File: src/sv/llcc_queue.sv
// Two-entry queue between the pixel front end and the centroid back end.
// Depends on nothing but its width parameter.
module llcc_queue #(
    parameter int unsigned WIDTH = 64
) (
    input  logic             i_clk,
    input  logic             i_rst_n,
    input  logic             i_push,
    input  logic [WIDTH-1:0] i_data,
    input  logic             i_pop,
    output logic             o_valid,
    output logic             o_full,
    output logic [WIDTH-1:0] o_data
);
    logic [WIDTH-1:0] r_ent [2];
    logic             r_rd;
    logic             r_wr;
    logic [1:0]       r_cnt;

    always_ff @(posedge i_clk) begin
        if (!i_rst_n) begin
            r_rd  <= 1'b0;
            r_wr  <= 1'b0;
            r_cnt <= 2'd0;
        end else begin
            if (i_push) begin
                r_wr <= ~r_wr;
            end
            if (i_pop) begin
                r_rd <= ~r_rd;
            end
            case ({i_push, i_pop})
                2'b10:   r_cnt <= r_cnt + 2'd1;
                2'b01:   r_cnt <= r_cnt - 2'd1;
                default: r_cnt <= r_cnt;
            endcase
        end
    end

    always_ff @(posedge i_clk) begin
        if (i_push) begin
            r_ent[r_wr] <= i_data;
        end
    end

    assign o_valid = (r_cnt != 2'd0);
    assign o_full  = (r_cnt == 2'd2);
    assign o_data  = r_ent[r_rd];
endmodule

File: config.mk
export PLATFORM = sky130hd
export DESIGN_NAME = llcc_queue
export DESIGN_NICKNAME = d
export VERILOG_FILES = /design/src/sv/llcc_queue.sv
export SDC_FILE = /design/constraint.sdc
export NUM_CORES = 1
export LEC_CHECK = 0
export ABC_AREA = 0
export BUFFER_PORTS_ARGS = -buffer_cell sky130_fd_sc_hd__buf_2
export CAP_MARGIN = 20
export CORE_ASPECT_RATIO = 1.2
export CORE_MARGIN = 2
export CORE_UTILIZATION = 54
export CTS_BUF_LIST = sky130_fd_sc_hd__clkbuf_8
export CTS_CLUSTER_SIZE = 20
export DETAILED_ROUTE_END_ITERATION = 7
export MAX_ROUTING_LAYER = met4
export PLACE_DENSITY = 0.86
export SYNTH_ARGS = -nofsm -noshare
export SYNTH_HDL_FRONTEND = slang
export SYNTH_SLANG_ARGS = --single-unit
File: constraint.sdc
create_clock -name i_clk -period 5.06 [get_ports i_clk]
set_input_delay 0.506 -clock i_clk [delete_from_list [all_inputs] [get_ports i_clk]]
set_output_delay 0.506 -clock i_clk [all_outputs]
set_load 0.02 [all_outputs]
==> summary.txt <==
Timing
  – Setup-failing EPs final: 0
  – Ratio of final minimum period to clock period: between 40% and 50%
  – Final Hold Slack: 0.2757 ns
  – Setup Skew: 0.003794 ns
  – Setup tns final: 0 ns
  – Worst-margin pin slew: 0.8484 ns
  – Fmax: 0.4040 GHz
  – Final Slew Violations: 0
  – Hold Violations, Final: 0
  – Final min period: 2.475 ns
  – Slew headroom: around 43%
  – RSZ-0062 raised after global routing: false

Setup path
  – Critical path data required time: 4.55 ns
  – Critical Path Sink: o_data[63]
  – Crit-path cells: buf_4, mux2_2, buf_2
  – Crit start category: register
  – Slowest cell delay on critical path: just over 0.6 ns
  – CP max-delay cell: buf_4
  – Critical path arrival: between 1.5 and 2 ns
  – Critical path endpoint category: primary output
  – Crit path max fanout: 64
  – R2R setup slack: 3.08 ns
  – R2r worst-path depth: 2
  – Critical path type: reg2out
  – Capturing point of the worst reg2reg path: r_ent[0][14]$_DFFE_PP_
  – R2r startpoint: r_wr$_SDFFE_PN0P_

Floorplan
  – Core Area: 8657 µm²
  – Number of cell rows: 37
  – Ports: roughly 130
  – Die area: 9727 µm²
  – Die outline height: 107.6 µm
  – Initial Util: 55.83%
  – Die W: 90.37 µm

Clock tree
  – Clk sink count: around 130
  – Post-CTS Setup Inserts: 0
  – H-tree depth reported by CTS: 4
  – Cts bufs inserted: 17
  – Clk_lat worst skew: 0.41 ns
  – Clk buf depth: 2
  – CTS clk-pin slew, worst paths: 0.07 ns
  – CTS resizes: 0
  – Cts hold-fix bufs: 0
  – CTS tree: built
  – Root buffer cell: clkbuf_8

Synth
  – Fraction of registers with async set or reset after synthesis: 0%
  – Distinct cells, synth: 18
  – Top_reg_cell synth: edfxtp_1
  – Yosys top cell by area: edfxtp_1
  – EDFF count, synth: 128
  – Syn_area_per_cell: 21.87 µm²
  – #FFs+latches synth: 133
  – Top-area cell type share of the netlist area: 79.52%
  – Area contributors post-synth: edfxtp_1 80%, mux2_2 15%, dfxtp_1 2.1%, buf_4 0.93%, and2_1 0.52%
  – Net Count, Synth: 290
  – Post-Syn Instances: ~220
  – Synth warn: 0
  – Sequential area share after synthesis: 81.59%
  – Post-synthesis instance area: 4833 µm²
  – Commonest cells post-synth: 128 x edfxtp_1, 64 x mux2_2, 6 x buf_4
  – Count leader, synth: edfxtp_1

Detailed routing
  – 1st-pass router iterations: 4
  – WL final: 8183 µm
  – Via density per instance: 5.026
  – DRC marker count from the first detailed-route iteration: between 100 and 150
  – DR WL/cell: 16.40 µm
  – Antenna-violating nets left: 0
  – DRC viols: 0
  – Vias: between 2000 and 3000

Cells and area
  – Post-Layout Cell Count: between 400 and 500
  – Layout cells sized above 1: 61.26%
  – Ant. Diodes: 0
  – Final net count: about 440
  – Layout fillers: 583
  – Syn-to-layout area delta: 25.16%

Global routing
  – Total GRT Usage: 18.00%
  – First-pass GRT wire length: ~12000 µm
  – GR Overflow Total: 0
  – Initial antenna violation count: 0
  – Vias in the first global route: 2644
  – Largest net degree at the start of global routing: 65

Place
  – GPL Wtd Cong: 0.7102
  – Hpwl dp: around 5300 µm
  – PortBufs: 133
  – # placed instances: 467

Power and ir drop
  – Peak supply drop: around 0.00027 V
  – Flop pwr share: 51.9%
  – Clock power share: about 37%
  – Cell area power density: 410.1 nW/µm²
  – Psw: about 0.00056 W
  – Comb power frac: a little under an eighth
  – Sw Ratio: 22.65%
  – Lkg Pwr: 2.275 nW
  – Internal power: between 0.0015 and 0.002 W

Run
  – # Max-Cap Violations: 0

Status
  – Status: finished, final reports clean

Min path
  – Worst Hold Class: in2reg
==> registers in the layout, summed over array words and instances (netlist names), named ones only <==
name   cells
r_rd       1
r_ent    128
r_cnt      2
r_wr       1
==> worst min path at each step <==
stage,startpoint,to,slack [ns],cells past startpoint
after floorplan,r_cnt[1]$_SDFFE_PN0P_,r_cnt[1]$_SDFFE_PN0P_,0.46,2
after global placement,r_cnt[1]$_SDFFE_PN0P_,r_cnt[1]$_SDFFE_PN0P_,0.47,2
after detailed placement,r_cnt[1]$_SDFFE_PN0P_,r_cnt[1]$_SDFFE_PN0P_,0.54,2
after CTS,i_data[51],r_ent[1][51]$_DFFE_PP_,0.24,1
after global routing,i_data[12],r_ent[0][12]$_DFFE_PP_,0.24,1
final,i_data[23],r_ent[0][23]$_DFFE_PP_,0.28,1
==> routing by layer <==
metal	track usage (%)	part of all wire [%]
met1	19.87	39
met2	29.91	53
met3	6.022	6.0
met4	8.242	1.4
met5	-	0
==> area by class of cell <==
type	instances	area (µm²)	share of cell area (%)
flip-flops and latches	133	3945	65.21
clock inverters	15	187.7	3.102
clock buffers	17	234.0	3.868
well taps	117	146.4	2.420
multi-input cells	80	844.6	13.96
repair buffers	136	688.2	11.38
inverters	1	3.754	0.06205
==> cells in the final DEF (no fill, tap or decap), types with 3 or more instances in the layout <==
master      netlist  routed
edfxtp_1        128     128
dfxtp_1           5       4
buf_2             1     133
and2_1            4       3
mux2_2           64      64
clkinvlp_4        0       5
buf_4             6       3
bufinv_16         0       4
clkinv_1          0       3
clkbuf_8          0      17
==> logic make-up after synthesis <==
logic type | Yosys count | share of synthesized area (%)
xor+xnor | 3 | 0.5437
mux | 64 | 14.91
buf+inv | 8 | 1.113
compound gates | 3 | 0.4142
flops | 133 | 81.59
simple gates | 9 | 1.165
fa+ha+maj | 1 | 0.2588
==> power groups by stage <==
stage / registers, W / clock network, W / logic [W]
after global placement: 0.00131 / 0 / 0.000283
after floorplan: 0.00131 / 0 / 0.000189
after detailed placement: 0.00131 / 0 / 0.000290
after CTS: 0.00129 / 0.000929 / 0.000292
final: 0.00129 / 0.000908 / 0.000287
after global routing: 0.00129 / 0.000976 / 0.000307
==> per-stage QoR <==
step                      power [W]  worst slack (ns)  util (%)  instance area [µm²]
after detailed placement   0.001601             2.717     65.01                 5628
after global routing       0.002574             2.430     69.88                 6050
final                      0.002481             2.585     69.88                 6050
after floorplan            0.001497             1.291         -                 4833
after global placement     0.001589             2.791     65.01                 5628
after CTS                  0.002507             2.526     69.88                 6050
==> worst max-delay path: cells and delay by family (launching register included) <==
kind / cells / cell delay [ns]
mux: 1 / 0.42
buf+inv: 2 / 0.78
flops: 1 / 0.31
Note: power is estimated with default switching activity, not from simulation.
