--- config.mk ---
export PLATFORM = sky130hd
export DESIGN_NAME = llcc_front
export DESIGN_NICKNAME = d
export VERILOG_FILES = /design/src/sv/llcc_pkg.sv /design/src/sv/llcc_front.sv
export SDC_FILE = /design/constraint.sdc
export NUM_CORES = 1
export LEC_CHECK = 0
export BUFFER_PORTS_ARGS = -buffer_cell sky130_fd_sc_hd__clkbuf_2
export CORE_UTILIZATION = 50
export DETAILED_ROUTE_END_ITERATION = 6
export PLACE_DENSITY = 0.67
export SLEW_MARGIN = 20
export SYNTH_ARGS = -nofsm -noshare
export SYNTH_HDL_FRONTEND = slang
export SYNTH_SLANG_ARGS = --single-unit
--- constraint.sdc ---
create_clock -name i_clk -period 10.7 [get_ports i_clk]
set_input_delay 0.535 -clock i_clk [delete_from_list [all_inputs] [get_ports i_clk]]
set_output_delay 0.535 -clock i_clk [all_outputs]
set_load 0.05 [all_outputs]
--- src/sv/llcc_pkg.sv ---
// Package for the laser line column centroid block.
// Holds the back-end state type and the per-column control record; no dependencies.
package llcc_pkg;

    // Control record that travels with each finished column.
    typedef struct packed {
        logic       found;
        logic       bank;
        logic [7:0] thr;
    } t_col_ctl;

    localparam int unsigned ColCtlW = 10;

    localparam int unsigned ScaleNum = 65536;
    localparam int unsigned ScaleW   = 17;

    typedef enum logic [3:0] {
        B_IDLE,
        B_LOAD,
        B_SCALE,
        B_MUL,
        B_HSTART,
        B_HGT,
        B_IDX,
        B_RD,
        B_MEM,
        B_OUT
    } t_back_state;

endpackage

--- src/sv/llcc_front.sv ---
// Front end: thresholds each pixel, stores it and keeps the column and run sums.
// Depends on llcc_pkg; pushes one record per column toward the back end.
module llcc_front #(
    parameter int unsigned MAX_ROWS = 1024
) (
    input  logic                          i_clk,
    input  logic                          i_rst_n,
    input  logic                          i_valid,
    input  logic [7:0]                    i_pixel,
    output logic                          o_ready,
    input  logic                          i_room,
    input  logic                          i_mode,
    input  logic [7:0]                    i_thr1,
    input  logic [8:0]                    i_thr2,
    input  logic [$clog2(MAX_ROWS):0]     i_rows,
    output logic                          o_we,
    output logic [$clog2(MAX_ROWS):0]     o_waddr,
    output logic                          o_push,
    output logic [8+$clog2(MAX_ROWS)-1:0] o_w,
    output logic [8+2*$clog2(MAX_ROWS)-1:0] o_m,
    output llcc_pkg::t_col_ctl            o_ctl
);
    import llcc_pkg::*;

    localparam int unsigned RB = $clog2(MAX_ROWS);
    localparam int unsigned WW = 8 + RB;
    localparam int unsigned WM = 8 + 2 * RB;

    logic [RB-1:0] r_row;
    logic          r_bank;
    logic [WW-1:0] r_tw, r_w1, r_w2, n_tw, n_w1, n_w2;
    logic [WM-1:0] r_tm, r_m1, r_m2, n_tm, n_m1, n_m2;
    logic [1:0]    r_prev, n_prev;
    logic [7:0]    w_v1, w_v2;
    logic [WM-1:0] w_mom1, w_mom2;
    logic          w_en2, w_last, w_acc;

    assign w_acc   = i_valid & o_ready;
    assign o_ready = i_room;

    always_comb begin
        w_v1   = (i_pixel > i_thr1) ? i_pixel - i_thr1 : 8'd0;
        w_v2   = (i_pixel > i_thr2[7:0]) ? i_pixel - i_thr2[7:0] : 8'd0;
        w_en2  = ~i_thr2[8];
        w_mom1 = WM'(r_row) * WM'(w_v1);
        w_mom2 = WM'(r_row) * WM'(w_v2);
        n_tw   = r_tw + WW'(w_v1);
        n_tm   = r_tm + w_mom1;
        n_w1   = r_w1;
        n_m1   = r_m1;
        n_w2   = r_w2;
        n_m2   = r_m2;
        n_prev = r_prev;
        // Row 0 never joins a peak-down run.
        if (r_row != '0) begin
            if (w_v1 == 8'd0) begin
                n_prev[0] = 1'b0;
            end else begin
                n_w1      = (r_prev[0] ? r_w1 : '0) + WW'(w_v1);
                n_m1      = (r_prev[0] ? r_m1 : '0) + w_mom1;
                n_prev[0] = 1'b1;
            end
            if (!w_en2) begin
                n_prev[1] = 1'b0;
            end else if (w_v2 == 8'd0) begin
                n_prev[1] = 1'b0;
            end else begin
                n_w2      = (r_prev[1] ? r_w2 : '0) + WW'(w_v2);
                n_m2      = (r_prev[1] ? r_m2 : '0) + w_mom2;
                n_prev[1] = 1'b1;
            end
        end
        w_last = (({1'b0, r_row} + (RB+1)'(1)) >= i_rows);

        o_ctl.bank = r_bank;
        if (!i_mode) begin
            o_w       = n_tw;
            o_m       = n_tm;
            o_ctl.thr = i_thr1;
        end else if (n_w1 != '0) begin
            o_w       = n_w1;
            o_m       = n_m1;
            o_ctl.thr = i_thr1;
        end else if (w_en2) begin
            o_w       = n_w2;
            o_m       = n_m2;
            o_ctl.thr = i_thr2[7:0];
        end else begin
            o_w       = '0;
            o_m       = '0;
            o_ctl.thr = i_thr1;
        end
        o_ctl.found = (o_w != '0);
    end

    always_ff @(posedge i_clk) begin
        if (!i_rst_n) begin
            r_row  <= '0;
            r_bank <= 1'b0;
            r_tw   <= '0;
            r_tm   <= '0;
            r_w1   <= '0;
            r_m1   <= '0;
            r_w2   <= '0;
            r_m2   <= '0;
            r_prev <= 2'b00;
        end else if (w_acc) begin
            if (w_last) begin
                r_row  <= '0;
                r_bank <= ~r_bank;
                r_tw   <= '0;
                r_tm   <= '0;
                r_w1   <= '0;
                r_m1   <= '0;
                r_w2   <= '0;
                r_m2   <= '0;
                r_prev <= 2'b00;
            end else begin
                r_row  <= r_row + RB'(1);
                r_tw   <= n_tw;
                r_tm   <= n_tm;
                r_w1   <= n_w1;
                r_m1   <= n_m1;
                r_w2   <= n_w2;
                r_m2   <= n_m2;
                r_prev <= n_prev;
            end
        end
    end

    assign o_we    = w_acc;
    assign o_waddr = {r_bank, r_row};
    assign o_push  = w_acc & w_last;
endmodule

==> flow_summary.yaml <==
sta:
  slew_violations: 0
  fmax_ghz: 0.0984
  setup_tns_ns: 0
  slew_headroom_pct: 23.5
  fin_ws_ns: 0.539
  setup_violations: 0
  worst_pin_slew_ns: 1.15
  hold_viol: 0
  fin_skew_ns: 0.0150
  fin_crit_sh_pct: 95.0
  rsz0062_at_grt: "no"
  whs_ns: 0.463
  min_period_ns: 10.16
layout:
  fin_nets: 2921
  fillers: 3625
  drive_above_1_share_pct: 8.11
  postLayoutCoreUtil_pct: 55.0
  areaGrowthSynthToFinish_pct: 8.23
  stdcell_count: 3115
  stdcell_area_mm2: 0.0207
pwr:
  switching_share_pct: 35.3
  max-vdd-ir-drop_uv: 114
  power_frac_seq_pct: 36.0
  p_leak_nw: 9.73
  total_power_mw: 1.58
  pwr-share-comb_pct: 24.7
  power_density_mw_per_mm2: 76.3
  p_clk_share_pct: 39.3
  p_int_mw: 1.02
  switching_power_mw: 0.558
global_routing:
  grt_max_degree: 102
  grt_pass1_vias: 17900
  track_usage_pct: 31.7
  grt_pass1_wl_um: 96700
  grt_overflow: 0
  antenna_found_initial: 0
critical_path:
  path_common_cell: "fa_1"
  worst_ep_required_time_ns: 10.17
  r2r-start: "r_row[0]"
  cp_data_arrival_time_ns: 9.63
  slowest_delay_ns: 0.64
  worstSetupPathType: "input port to output pin"
  r2r_slack_ns: 3.28
  cpMaxStageDelayCell: "nor2_1"
  critPathMaxFanout: 10
  startpoint_type: "input port"
  critPathCaptureType: "output pin"
  cp-startpoint: "i_pixel[0]"
synth:
  synth-edff-count: 0
  synth_top_area_share_pct: 15.8
  ys_dominant_reg_cell: "dfxtp_1"
  synthTopCellsByCount: "nand2_1, inv_1, a21oi_1"
  ys_ff_latch: 151
  synthDistinctLibCells: 84
  synthCells: 2559
  syn-num-nets: 2888
  ys_seq_area_share_pct: 15.8
  yosysTopAreaCell: "dfxtp_1"
  yosysMostFrequentCell: "nand2_1"
  synth.area.top_cells: "dfxtp_1, fa_1, ha_1"
  syn-mean-instance-area_um2: 7.48
  synthArstFlopShare_pct: 0
  netlist_area_mm2: 0.0191
  ys_warn_count: 0
die:
  initial_core_util_pct: 50.8
  die-area_mm2: 0.0391
  num_io_pins: 111
  die_h_um: 198
  die_width_um: 198
  rows: 71
  core_mm2: 0.0377
clock_tree:
  cts.clk_slew.worst_paths_ns: 0.06
  cts_tree: "built"
  post_cts_buffers: 0
  cts_buffers: 17
  cts_max_path_buffers: 2
  htreeDepth: 4
  cts_sinks: 151
  holdBufCountCts: 0
  cts_root_buf: "clkbuf_16"
  cts_resized: 0
  clk_latency_ns: 0.46
drt:
  antenna_left: 0
  wl_per_cell_um: 19.6
  drt_iter0_drc: 1516
  num_vias: 18800
  first_pass_iters: 6
  viasPerCell: 6.03
  wl_um: 61100
  drc: 0
job:
  maxCapViolCount: 0
placement:
  placed_cells: 3083
  pre_cts_ws_ns: 0.657
  hpwl_um: 45600
  port_buffers: 110
  postPlaceCellArea_mm2: 0.0201
  routabilityCongestion: 0.939
hold_path:
  hold_class: "flip-flop to flip-flop"
  min_from: "r_tm[0]"
status:
  outcome: "completed"
## critical path: cells and delay by family
kind	cells	cell delay (ns)
compound gates	12	3.07
fa+ha+maj	9	3.65
buf+inv	6	0.55
simple gates	6	1.82
## power groups by stage
stage / Combinational, mW / Sequential, mW / Clock, mW
4_1_cts: 0.381 / 0.568 / 0.627
6_report: 0.390 / 0.568 / 0.621
5_1_grt: 0.417 / 0.568 / 0.649
2_1_floorplan: 0.254 / 0.581 / 0
3_3_place_gp: 0.376 / 0.581 / 0
3_5_place_dp: 0.379 / 0.581 / 0
## path summary, 6_finish.rpt
path | to | cells past startpoint
min | r_tm[0] | 2
min reg2reg | r_tm[0] | 2
max reg2reg | r_m1[27] | 27
max | o_m[19] | 33
## registers in the layout, summed over array words and instances, names as in the netlist, 2 cells and up
| register | cells |
|---|---|
| r_m1 | 28 |
| r_m2 | 28 |
| r_tm | 28 |
| r_tw | 18 |
| r_w1 | 18 |
| r_w2 | 18 |
| r_row | 10 |
| r_prev | 2 |
## area by class of cell
cell class                 instances  area (um2)  area share [%]
multi-input combinational       2068       14900            71.7
sequential                       151        3020            14.6
timing repair buffer             150         851            4.11
inverter                         204         766            3.70
tap                              511         639            3.09
clock buffer                      19         443            2.14
clock inverter                    11         128           0.616
antenna                            1        2.50          0.0121
## per-layer routing
metal | part of all wire, % | GRT usage (%) | routed length [um] | vias to the layer above
li1 | - | - | - | 8905
met1 | 44 | 42.3 | 27000 | 8995
met2 | 44 | 50.3 | 27000 | 779
met3 | 8.2 | 5.84 | 5020 | 106
met4 | 3.6 | 12.7 | 2170 | 0
met5 | 0 | 0 | 0 | -
## kinds of logic after synthesis
family / Yosys count / synth area share, %
AND/OR/NAND/NOR: 1002 / 26.0
AO/OA/AOI/OAI: 626 / 20.6
buffers and inverters: 340 / 6.82
adder cells (fa/ha/maj): 289 / 23.5
flip-flops: 151 / 15.8
XOR/XNOR: 110 / 5.10
multiplexers: 41 / 2.18
## cell usage in the layout (no fill, tap or decap), drive strengths merged, types with 7 or more instances in the layout
cell | synthesis | layout
a31oi | 15 | 15
ha | 169 | 169
xor2 | 45 | 45
nor2 | 182 | 182
nor2b | 63 | 63
o211ai | 22 | 22
a21o | 49 | 49
or3 | 15 | 15
a2bb2oi | 10 | 10
a22oi | 39 | 39
mux2i | 36 | 36
or4 | 11 | 11
a21oi | 195 | 195
nand2b | 18 | 18
nand4 | 16 | 16
buf | 20 | 40
nor4 | 18 | 18
clkinv | 3 | 7
xnor2 | 64 | 64
and3 | 53 | 53
o21a | 21 | 21
and2 | 142 | 142
nand2 | 297 | 297
nor3 | 92 | 92
dfxtp | 151 | 151
o21ai | 153 | 153
nand3 | 56 | 56
fa | 119 | 119
a211oi | 23 | 23
nand3b | 15 | 15
a21boi | 21 | 21
clkbuf | 116 | 129
inv | 201 | 203
o21bai | 7 | 7
Power figures use the tool's default switching activity.
