**config.mk**
```make
export PLATFORM = sky130hd
export DESIGN_NAME = llcc_back
export DESIGN_NICKNAME = d
export VERILOG_FILES = /design/src/sv/llcc_pkg.sv /design/src/sv/llcc_div.sv /design/src/sv/llcc_back.sv
export SDC_FILE = /design/constraint.sdc
export NUM_CORES = 2
export LEC_CHECK = 0
export ABC_AREA = 1
export BUFFER_PORTS_ARGS = -buffer_cell sky130_fd_sc_hd__buf_2
export CAP_MARGIN = 20
export CORE_MARGIN = 3
export CORE_UTILIZATION = 60
export CTS_BUF_LIST = sky130_fd_sc_hd__clkbuf_4 sky130_fd_sc_hd__clkbuf_8 sky130_fd_sc_hd__clkbuf_16
export CTS_CLUSTER_SIZE = 16
export DETAILED_ROUTE_END_ITERATION = 12
export GPL_TIMING_DRIVEN = 0
export PLACE_DENSITY_LB_ADDON = 0.1
export REMOVE_ABC_BUFFERS = 1
export SLEW_MARGIN = 15
export SYNTH_ARGS = -nofsm -noshare
export SYNTH_HDL_FRONTEND = slang
export SYNTH_SLANG_ARGS = --single-unit
export TNS_END_PERCENT = 10
```
**constraint.sdc**
```tcl
create_clock -name i_clk -period 8.15 [get_ports i_clk]
set_input_delay 0 -clock i_clk [delete_from_list [all_inputs] [get_ports i_clk]]
set_output_delay 0 -clock i_clk [all_outputs]
set_load 0.01 [all_outputs]
```
**src/sv/llcc_pkg.sv**
```systemverilog
// Package for the laser line column centroid block.
// Holds the back-end state type and the per-column control record; no dependencies.
package llcc_pkg;

    // Control record that travels with each finished column.
    typedef struct packed {
        logic       found;
        logic       bank;
        logic [7:0] thr;
    } t_col_ctl;

    localparam int unsigned ColCtlW = 10;

    localparam int unsigned ScaleNum = 65536;
    localparam int unsigned ScaleW   = 17;

    typedef enum logic [3:0] {
        B_IDLE,
        B_LOAD,
        B_SCALE,
        B_MUL,
        B_HSTART,
        B_HGT,
        B_IDX,
        B_RD,
        B_MEM,
        B_OUT
    } t_back_state;

endpackage

```
**src/sv/llcc_div.sv**
```systemverilog
// Restoring divider, one quotient bit per cycle.
// No dependencies; used by the centroid back end.
module llcc_div #(
    parameter int unsigned N  = 45,
    parameter int unsigned DW = 19
) (
    input  logic          i_clk,
    input  logic          i_rst_n,
    input  logic          i_start,
    input  logic [N-1:0]  i_dividend,
    input  logic [DW-1:0] i_divisor,
    output logic          o_done,
    output logic [N-1:0]  o_quotient
);
    localparam int unsigned CW = $clog2(N + 1);

    logic [N-1:0]  r_q;
    logic [DW-1:0] r_rem;
    logic [DW-1:0] r_dvs;
    logic [CW-1:0] r_cnt;
    logic          r_busy;
    logic          r_done;
    logic [DW:0]   w_sh;
    logic [DW:0]   w_diff;
    logic          w_ge;

    always_comb begin
        w_sh   = {r_rem, r_q[N-1]};
        w_ge   = (w_sh >= {1'b0, r_dvs});
        w_diff = w_sh - {1'b0, r_dvs};
    end

    always_ff @(posedge i_clk) begin
        if (!i_rst_n) begin
            r_busy <= 1'b0;
            r_done <= 1'b0;
            r_cnt  <= '0;
        end else if (i_start) begin
            r_busy <= 1'b1;
            r_done <= 1'b0;
            r_cnt  <= CW'(N);
        end else if (r_busy) begin
            r_cnt <= r_cnt - CW'(1);
            if (r_cnt == CW'(1)) begin
                r_busy <= 1'b0;
                r_done <= 1'b1;
            end
        end else begin
            r_done <= 1'b0;
        end
    end

    always_ff @(posedge i_clk) begin
        if (i_start) begin
            r_q   <= i_dividend;
            r_rem <= '0;
            r_dvs <= i_divisor;
        end else if (r_busy) begin
            r_q   <= {r_q[N-2:0], w_ge};
            r_rem <= w_ge ? w_diff[DW-1:0] : w_sh[DW-1:0];
        end
    end

    assign o_done     = r_done;
    assign o_quotient = r_q;
endmodule

```
**src/sv/llcc_back.sv**
```systemverilog
// Back end: scale, height and centroid-row divisions, then the brightness lookup.
// Depends on llcc_pkg and llcc_div.
module llcc_back #(
    parameter int unsigned MAX_ROWS = 1024
) (
    input  logic                            i_clk,
    input  logic                            i_rst_n,
    input  logic                            i_q_valid,
    input  logic [8+$clog2(MAX_ROWS)-1:0]   i_q_w,
    input  logic [8+2*$clog2(MAX_ROWS)-1:0] i_q_m,
    input  logic [$clog2(MAX_ROWS):0]       i_q_rows,
    input  llcc_pkg::t_col_ctl              i_q_ctl,
    output logic                            o_q_pop,
    output logic                            o_re,
    output logic [$clog2(MAX_ROWS):0]       o_raddr,
    input  logic [7:0]                      i_rdata,
    output logic                            o_valid,
    input  logic                            i_ready,
    output logic [15:0]                     o_height,
    output logic [7:0]                      o_brightness,
    output logic                            o_retire
);
    import llcc_pkg::*;

    localparam int unsigned RB = $clog2(MAX_ROWS);
    localparam int unsigned WW = 8 + RB;
    localparam int unsigned WM = 8 + 2 * RB;
    localparam int unsigned N  = ScaleW + WM;
    localparam int unsigned DW = WW + 1;

    t_back_state   r_state, n_state;
    logic [WW-1:0] r_w;
    logic [WM-1:0] r_m;
    logic [RB:0]   r_rows;
    t_col_ctl      r_ctl;
    logic [ScaleW-1:0] r_scale;
    logic [N-1:0]  r_prod;
    logic [15:0]   r_height;
    logic [RB-1:0] r_idx;
    logic [7:0]    r_bright;
    logic          w_start;
    logic [N-1:0]  w_dvd;
    logic [DW-1:0] w_dvs;
    logic          w_done;
    logic [N-1:0]  w_quo;

    llcc_div #(.N(N), .DW(DW)) u_div (
        .i_clk      (i_clk),
        .i_rst_n    (i_rst_n),
        .i_start    (w_start),
        .i_dividend (w_dvd),
        .i_divisor  (w_dvs),
        .o_done     (w_done),
        .o_quotient (w_quo)
    );

    always_comb begin
        n_state = r_state;
        w_start = 1'b0;
        w_dvd   = N'(ScaleNum);
        w_dvs   = DW'(r_rows);
        o_q_pop = 1'b0;
        o_re    = 1'b0;
        o_retire = 1'b0;
        case (r_state)
            B_IDLE: begin
                if (i_q_valid) begin
                    o_q_pop = 1'b1;
                    n_state = B_LOAD;
                end
            end
            B_LOAD: begin
                if (r_ctl.found) begin
                    w_start = 1'b1;
                    n_state = B_SCALE;
                end else begin
                    n_state = B_OUT;
                end
            end
            B_SCALE: begin
                if (w_done) begin
                    n_state = B_MUL;
                end
            end
            B_MUL: begin
                n_state = B_HSTART;
            end
            B_HSTART: begin
                w_start = 1'b1;
                w_dvd   = r_prod;
                w_dvs   = DW'(r_w);
                n_state = B_HGT;
            end
            B_HGT: begin
                // Rounded centroid row: floor((2*m + w) / (2*w)).
                w_dvd = N'({r_m, 1'b0}) + N'(r_w);
                w_dvs = {r_w, 1'b0};
                if (w_done) begin
                    w_start = 1'b1;
                    n_state = B_IDX;
                end
            end
            B_IDX: begin
                if (w_done) begin
                    n_state = B_RD;
                end
            end
            B_RD: begin
                o_re    = 1'b1;
                n_state = B_MEM;
            end
            B_MEM: begin
                n_state = B_OUT;
            end
            B_OUT: begin
                if (i_ready) begin
                    o_retire = 1'b1;
                    n_state  = B_IDLE;
                end
            end
            default: n_state = B_IDLE;
        endcase
    end

    always_ff @(posedge i_clk) begin
        if (!i_rst_n) begin
            r_state <= B_IDLE;
        end else begin
            r_state <= n_state;
        end
    end

    always_ff @(posedge i_clk) begin
        case (r_state)
            B_IDLE: begin
                r_w      <= i_q_w;
                r_m      <= i_q_m;
                r_rows   <= i_q_rows;
                r_ctl    <= i_q_ctl;
                r_height <= 16'd0;
                r_bright <= 8'd0;
            end
            B_SCALE: begin
                if (w_done) begin
                    r_scale <= w_quo[ScaleW-1:0];
                end
            end
            B_MUL: begin
                r_prod <= N'(r_scale) * N'(r_m);
            end
            B_HGT: begin
                if (w_done) begin
                    r_height <= w_quo[15:0];
                end
            end
            B_IDX: begin
                if (w_done) begin
                    r_idx <= (w_quo >= N'(MAX_ROWS)) ? RB'(MAX_ROWS - 1) : w_quo[RB-1:0];
                end
            end
            B_MEM: begin
                r_bright <= (i_rdata > r_ctl.thr) ? i_rdata - r_ctl.thr : 8'd0;
            end
            default: begin
                r_w <= r_w;
            end
        endcase
    end

    assign o_raddr      = {r_ctl.bank, r_idx};
    assign o_valid      = (r_state == B_OUT);
    assign o_height     = r_height;
    assign o_brightness = r_bright;
endmodule

```
==> run metrics <==
status=complete, no violations; fraction of the mapped netlist area in compound gates=0.04841; DR WL/cell=about 19 um; Placement Cell Area=about 0.03 sq mm; largest stage delay on the critical path=between 0.7 and 0.8 ns; XOR/XNOR share of the synthesized area=0.01257; Inserted Clock Buffers=28; via count=between 20k and 25k; clk_skew=0.02013 ns; Max Clock Freq=roughly 150 MHz; syn avg cell area=8.041 sq um; cells on worst reg2reg path=21; largest family of logic cells by synthesized area=adder cells; sequential cell area=0.007437 sq mm; total core area=0.04795 sq mm; RR Startpoint=r_scale[7]$_DFFE_PP_; Slew HR=0.1874; Non-Filler Cell Area, Final=between 0.03 and 0.04 sq mm; CP Cell Sequence=buf_8, nand2_1, inv_1, fa_1, inv_1, fa_1, fa_1, fa_1, inv_1, fa_1, inv_1, fa_1, inv_1, ha_1, nand2_1, nor2_1, inv_1, nor3_1, nand4_1, nand4_1, nand2_1; largest net degree at the start of global routing=47; Final Hold Viols=0; # fillers=between 3k and 4k; Vias/cell=around 5.5; H-tree levels=1; starting density of the core=0.6103; final setup TNS=0 ns; clock transition at the registers of the reported paths=roughly 0.06 ns; most frequent cells in the layout=nand2_1 (1006), inv_1 (934), fa_1 (392), edfxtp_1 (227), nor2_1 (190); min-delay src=i_rdata[3]; most common cell after layout, fill and taps aside=nand2_1; Inserted Diodes=0; CTS tree=built; reg2reg end=r_prod[39]$_DFFE_PN_; initial antenna violation count=0; grt ovf=0; Seq/Total Area, Yosys=0.2542; vias in the first global route=25.20k; root buf cell=clkbuf_16; # setup viols final=0; CP endpoint kind=flop; I/O pin count=approximately 120; Async S/R FF share, synth=0; TritonCTS Sinks=258; row cnt=80; Top delay family on crit path=adder cells; Detailed Routing Iterations Pass 1=5; period utilization=0.8347; simple logic cell fraction of the synthesized area=0.2040; P&R area growth vs syn=10.17%; final core utilization=0.6723; CP Depth=21; Die Height=around 230 um; Worst-Margin Slew=roughly 1.2 ns; post-synthesis mux area share=0; Die ar.=between 0.05 and 0.06 sq mm; first-pass GRT wire length=about 130000 um; cell area after synthesis=about 0.03 sq mm; Synth cell types=~50; Worst-Skew Late Latency=just under 0.6 ns; die width=about 230 um; Clock Tree Buf Depth=3; count of flip-flops with a built-in enable after synthesis=between 200 and 250; type of origin of the critical path=flop; Total GRT Usage=0.3349; Final HPWL DP=between 60000 and 70000 um; WHS Endpoint=o_brightness[3]$_SDFFCE_PP0P_; port bufs=between 100 and 150; RSZ-0062 raised after global routing=no; postcts setup bufs=0; CP required=between 8 and 9 ns; max_cap viols=0; worst hold path stage count=4; share of layout cells above drive strength 1=0.06336; number of DRC markers in iteration 0=~1.8k; GPL Wtd Cong=around 0.95; minimum clock period=between 6 and 7 ns; predominant post-synthesis flop cell=edfxtp_1; Setup CP Type=reg -> reg; Arr. time, crit path=7.12 ns; CP max FO=19; Synth warnings=0; Post-DRT Antenna Nets=0; Cells after Synth=3639; Synth Area in Adders=0.3387; reg2reg setup slack=about 1.3 ns; Worst Path Buf+Inv=7; multi-input logic area=roughly 0.018 sq mm; WL final=just over 80000 um; DRC viols=0; max-slew violation count=0; Hold Crit Class=in -> reg; FF+latch count, synth=about 260; slowest library cell on the worst path=edfxtp_1; nets=4386
-- layout make-up --
cell class / instances / area share
multi-input combinational: 2298 / 0.5491
sequential: 258 / 0.2307
clock buffer: 38 / 0.02445
clock inverter: 14 / 0.004270
tap: 615 / 0.02387
inverter: 944 / 0.1101
timing repair buffer: 220 / 0.05752
-- synthesized netlist by cell type (all sizes together) (25+ instances only) --
master,number,area share
a21oi,120,0.021
buf,52,0.0097
clkbuf,87,0.011
dfxtp,31,0.021
edfxtp,227,0.23
fa,392,0.27
ha,165,0.071
inv,941,0.12
nand2,1009,0.13
nand3,159,0.028
nand4,27,0.0058
nor2,203,0.028
o21ai,55,0.0094
xor2,25,0.0075
-- through the flow --
step / setup slack, ns / hold WS [ns] / instances
final: 1.347 / 0.04507 / 4387
after global routing: 1.022 / 0.05140 / 4387
after CTS: 1.401 / 0.01284 / 4380
after detailed placement: 1.426 / 0.1781 / 4255
after global placement: 0.9968 / 0.1764 / 4232
after floorplan: 2.463 / 0.08713 / 3500
-- logic make-up after synthesis --
group / Yosys count
XOR/XNOR: 42
flip-flops: 258
adder cells (fa/ha/maj): 557
AO/OA/AOI/OAI: 244
buffers and inverters: 1083
AND/OR/NAND/NOR: 1455
-- repair_timing --
item | in CTS | in global routing
resized for setup | 0 | 0
hold endpoints to repair | 82 | 0
hold buffers | 73 | 0
-- registers in the layout, summed over array words and instances (netlist names), 10 cells and up --
name and cells:
r_scale 17, r_prod 45, u_div.r_dvs 19, o_height 16
r_m 28, u_div.o_quotient 45, r_idx 10, u_div.r_rem 19
r_rows 11, r_w 18
-- how the worst max path moves through the flow --
| stage | to | start | slack [ns] |
|---|---|---|---|
| floorplan | r_prod[43]$_DFFE_PN_ | r_scale[7]$_DFFE_PP_ | 2.46 |
| global route | r_prod[31]$_DFFE_PN_ | r_scale[7]$_DFFE_PP_ | 1.02 |
| finish | r_prod[39]$_DFFE_PN_ | r_scale[7]$_DFFE_PP_ | 1.35 |
| global placement | o_height[0]$_SDFFCE_PN0P_ | r_state[0]$_SDFFE_PN0P_ | 1.0 |
| detailed placement | r_prod[39]$_DFFE_PN_ | r_scale[3]$_DFFE_PP_ | 1.43 |
| CTS | r_prod[39]$_DFFE_PN_ | r_scale[3]$_DFFE_PP_ | 1.40 |
-- tightest hold or removal path: cells and delay by family --
family                   cells  cell delay (ns)
XOR/XNOR                     1             0.10
adder cells (fa/ha/maj)      1             0.22
buffers and inverters        1             0.08
AND/OR/NAND/NOR              1             0.10
-- layer usage --
metal  share of wire  up-vias  global-route usage
met1            0.40    11803              0.4295
met2            0.49      871              0.5753
met3           0.063      245             0.03871
met4           0.051        0              0.1493
li1                -    11122                   -
met5               0        -                   0
Power is not shown: default switching activity piles up to over one toggle a cycle in this logic, so the estimate is an artifact.
